[src/design/barc_pkg.sv]
`timescale 1ns / 1ps
`default_nettype none
package barc_pkg;

  localparam int HEAP_BYTES   = 1024;
  localparam int HEADER_BYTES = 4;
  localparam int WORD_BITS    = 64;
  localparam int WORD_COUNT   = (HEAP_BYTES + WORD_BITS - 1) / WORD_BITS;
  localparam int MAX_RUN      = 63;
  localparam int ADDR_W       = $clog2(HEAP_BYTES);
  localparam int WIDX_W       = $clog2(WORD_COUNT);
  localparam int POS_W        = $clog2(WORD_BITS);
  localparam int LEN_W        = 6;

  typedef logic [WORD_BITS-1:0] word_t;
  typedef logic [1:0]           cmd_t;
  typedef logic [1:0]           status_t;

  localparam cmd_t CMD_ALLOC = 2'd0;
  localparam cmd_t CMD_FREE  = 2'd1;
  localparam cmd_t CMD_QUERY = 2'd2;

  localparam status_t STATUS_OK         = 2'd0;
  localparam status_t STATUS_BAD_SIZE   = 2'd1;
  localparam status_t STATUS_FULL       = 2'd2;
  localparam status_t STATUS_BAD_HANDLE = 2'd3;

  typedef struct packed {
    logic              prime;
    logic              shift;
    logic              alloc_en;
    logic              free_en;
    logic [LEN_W-1:0]  run_len;
    logic [WIDX_W-1:0] step;
    logic [WIDX_W-1:0] free_word;
    logic [POS_W-1:0]  free_pos;
    logic [LEN_W-1:0]  free_len;
  } barc_ctrl_t;

  typedef struct packed {
    logic              found;
    logic [WIDX_W-1:0] widx;
    logic [POS_W-1:0]  pos;
    logic              empty;
  } barc_scan_t;

  function automatic word_t run_starts(input word_t free_bits, input logic [LEN_W-1:0] len);
    word_t            p [LEN_W];
    word_t            acc;
    logic [LEN_W-1:0] off;
    p[0] = free_bits;
    for (int k = 1; k < LEN_W; k++) begin
      p[k] = p[k-1] & (p[k-1] >> (1 << (k - 1)));
    end
    acc = '1;
    off = '0;
    for (int k = 0; k < LEN_W; k++) begin
      if (len[k]) begin
        acc = acc & (p[k] >> off);
        off = off + LEN_W'(1 << k);
      end
    end
    return acc;
  endfunction

  function automatic logic [POS_W-1:0] lowest_pos(input word_t x);
    logic [POS_W-1:0] pos;
    pos = '0;
    for (int i = WORD_BITS - 1; i >= 0; i--) begin
      if (x[i]) begin
        pos = POS_W'(i);
      end
    end
    return pos;
  endfunction

  function automatic word_t run_mask(input logic [LEN_W-1:0] len, input logic [POS_W-1:0] pos);
    word_t m;
    m = (word_t'(1) << len) - word_t'(1);
    return m << pos;
  endfunction

endpackage
`default_nettype wire

[src/design/barc_cell.sv]
`timescale 1ns / 1ps
`default_nettype none
module barc_cell (
  input  wire logic           clk,
  input  wire logic           rst_n,
  input  wire logic           shift,
  input  wire barc_pkg::word_t d,
  output barc_pkg::word_t      q
);
  import barc_pkg::*;

  word_t word_r;

  always_ff @(posedge clk) begin
    if (!rst_n) begin
      word_r <= '0;
    end else if (shift) begin
      word_r <= d;
    end
  end

  assign q = word_r;

endmodule
`default_nettype wire

[config.mk]
export PLATFORM = sky130hd
export DESIGN_NAME = barc_cell
export DESIGN_NICKNAME = d
export VERILOG_FILES = /design/src/design/barc_pkg.sv /design/src/design/barc_cell.sv
export SDC_FILE = /design/constraint.sdc
export NUM_CORES = 1
export LEC_CHECK = 0
export ABC_CLOCK_PERIOD_IN_PS = 800
export BUFFER_PORTS_ARGS = -buffer_cell sky130_fd_sc_hd__clkbuf_2
export CAP_MARGIN = 20
export CELL_PAD_IN_SITES_DETAIL_PLACEMENT = 0
export CELL_PAD_IN_SITES_GLOBAL_PLACEMENT = 2
export CORE_ASPECT_RATIO = 0.8
export CORE_MARGIN = 5
export CORE_UTILIZATION = 23
export CTS_BUF_LIST = sky130_fd_sc_hd__clkbuf_16
export CTS_CLUSTER_DIAMETER = 150
export DETAILED_ROUTE_END_ITERATION = 10
export GPL_TIMING_DRIVEN = 0
export PLACE_DENSITY_LB_ADDON = 0.15
export SLEW_MARGIN = 10
export SYNTH_ARGS = -nofsm -noshare
export SYNTH_HDL_FRONTEND = slang
export SYNTH_SLANG_ARGS = --single-unit
[constraint.sdc]
create_clock -name clk -period 0.8 [get_ports clk]
set_clock_uncertainty 0.15 [all_clocks]
set_input_delay 0 -clock clk [delete_from_list [all_inputs] [get_ports clk]]
set_output_delay 0 -clock clk [all_outputs]
set_load 0.05 [all_outputs]
==> out/results.ini <==
[status]
status = finished with violations
violations = hold timing, setup timing

[cells_and_area]
area.growth.synth_to_final_pct = 131.9
finalNonFillerCells = 554
drive_above_1_share_pct = 51.21
n_antenna_cell = 0
final_cell_mix = 73 x clkbuf_16, 65 x clkbuf_2, 64 x mux2i_1, 64 x nor2b_1
n_fill_cell = 846
largest_reg_flops = 64
nets = 476
layout_commonest_cell = clkbuf_16
stdcell_area_mm2 = 0.005684

[clocking]
ctsRootBufferMaster = clkbuf_16
cts_htree_levels = 3
clkLatencyLatePin_ps = 320
cts-hold-fix-buffers = 64
clock_sinks = 64
cts_buffers = 9
cts_buffer_depth = 2
cts_setup_buffers = 0
cts_tree = built
clkTransAtPathRegs_ps = 50

[critical_path]
path_depth = 1
reg2reg_depth = 2
cp.arrival_ps = 840
crit_buf_inv = 1
cp_cell_sequence = clkbuf_16
crit_path_start_kind = register
cp.required_ps = 650
crit_path_end_kind = primary output
slowest_stage = dfxtp_4
critical_path_class = reg -> out
max_stage_delay_ps = 350
critPathMaxFanout = 2
crit_family = flip-flops

[grt]
overflow = 0
met1_usage_pct = 13.76
grt_use_met3_pct = 6.426
top_usage_layer = met2
grt_pass1_vias = 2390
grt_pass1_wl_um = 12300
grt_max_degree = 11
global_route.usage.met2_pct = 19.95
grt.total_usage_pct = 12.14
antenna_found_initial = 0

[synthesis]
ys_types = 7
yosys_warnings = 0
avgSynthCellArea_um2 = 11.90
yosysSeqAreaShare_pct = 52.27
synthCells = 206
syn_area_mm2 = 0.002451
synth-seq-cells = 64
syn_nets = 273

[placed_design]
dp.cells = 474
portBuffers = 128
place.gp.congestion = 0.6398
placed_cell_area_mm2 = 0.003505
dpl.hpwl_um = 4654

[pwr]
p_leak_nw = 2.505
power.internal_w = 0.006730
p_sw_share_pct = 28.02
pwr-share-seq_pct = 37.3
p_per_area_mw_per_mm2 = 1645
p_comb_share_pct = 26.5
total_power_w = 0.009350
switching_power_w = 0.002620
p_clk_share_pct = 36.2
ir_worst_vdd_uv = 996.4

[sta]
finalSetupViolCount = 69
tightest_slew_ps = 367.6
fin_tns_setup_ps = -11510
finalCritPeriodShare_pct = 123.5
rsz0062_at_grt = yes
period_needed_ps = 987.7
timing.fmax_ghz = 1.012
maxSlewViolCount = 0
relSlewSlack_pct = 75.49
hold_ws_ps = -75.52
hold_viol = 4
setup_slack_ps = -187.7

[routing]
avgViaCountPerCell = 3.836
ant_nets = 0
vias = 2125
drc = 0
routed_wl_um = 7528
drtIter0Drc = 51
drt-pass1-iter-count = 2
wl_per_cell_um = 13.59

[floorplanning]
die_x_um = 125.4
start_util_pct = 23.75
rows = 33
coreArea_mm2 = 0.01032
io_pins = 131
fp.dieArea_mm2 = 0.01283
die_y_um = 102.3

[min_path]
whs_path_depth = 2
min_path_type = in -> reg

[flow_run]
maxCapViolCount = 0

synth_stat cells:
cell type,n,area [um^2]
buf_6,1,11.26
buf_8,6,90.09
dfxtp_1,64,1281
nor2b_1,64,400.4
clkbuf_1,6,22.52
clkbuf_2,1,5.000
mux2i_1,64,640.6
routing by layer:
| metal | share of wire [%] | routed length, um | vias to the layer above |
|---|---|---|---|
| met2 | 47 | 3508 | 86 |
| met3 | 9.5 | 713 | 9 |
| li1 | - | - | 1088 |
| met4 | 1.3 | 95 | 0 |
| met5 | 0 | 0 | - |
| met1 | 43 | 3212 | 942 |
cells by family (layout without fill, tap and decap cells):
group / count (synthesis) / after routing / share of synthesized area [%]
flops: 64 / 64 / 52.27
simple gates: 64 / 64 / 16.33
buf+inv: 14 / 222 / 5.258
mux: 64 / 64 / 26.14
what timing repair did:
item | in CTS | in global routing
endpoints found under the hold margin | 64 | 4
gates resized for setup | 192 | 1
endpoints found under the setup margin | 65 | 114
pin swaps | 0 | 0
cell type report:
| type | count | area [um^2] | area share, % |
|---|---|---|---|
| clock buffer | 9 | 225.2 | 3.962 |
| multi-input combinational | 128 | 1041 | 18.31 |
| timing repair buffer | 192 | 2565 | 45.12 |
| buffer | 14 | 128.9 | 2.267 |
| clock inverter | 7 | 30.03 | 0.5283 |
| sequential | 64 | 1519 | 26.72 |
| tap | 140 | 175.2 | 3.082 |
power by group through the flow:
stage | logic (W) | clock network, W | registers, W
floorplan | 0.000455 | 0 | 0.00414
global placement | 0.00155 | 0 | 0.00346
detailed placement | 0.00156 | 0 | 0.00346
CTS | 0.00248 | 0.00356 | 0.00349
global route | 0.00260 | 0.00368 | 0.00351
finish | 0.00247 | 0.00339 | 0.00349
per-stage QoR:
step                hold WS (ps)  utilization [%]  setup slack [ps]
global placement           102.9            33.95            -183.5
finish                    -75.52            55.07            -187.7
floorplan                  18.15                -            -88.06
global route              -61.67            55.07            -215.5
CTS                       -90.24            55.04            -207.7
detailed placement         114.7            33.95            -230.6
worst paths after layout:
kind,slack [ps],start,to
worst min-delay path,-80,rst_n,q[1]
worst max-delay path,-190,q[48],q[48]
worst min register to register,380,q[55],q[55]
worst max register to register,-10,q[2],q[2]
Power figures use the tool's default switching activity.
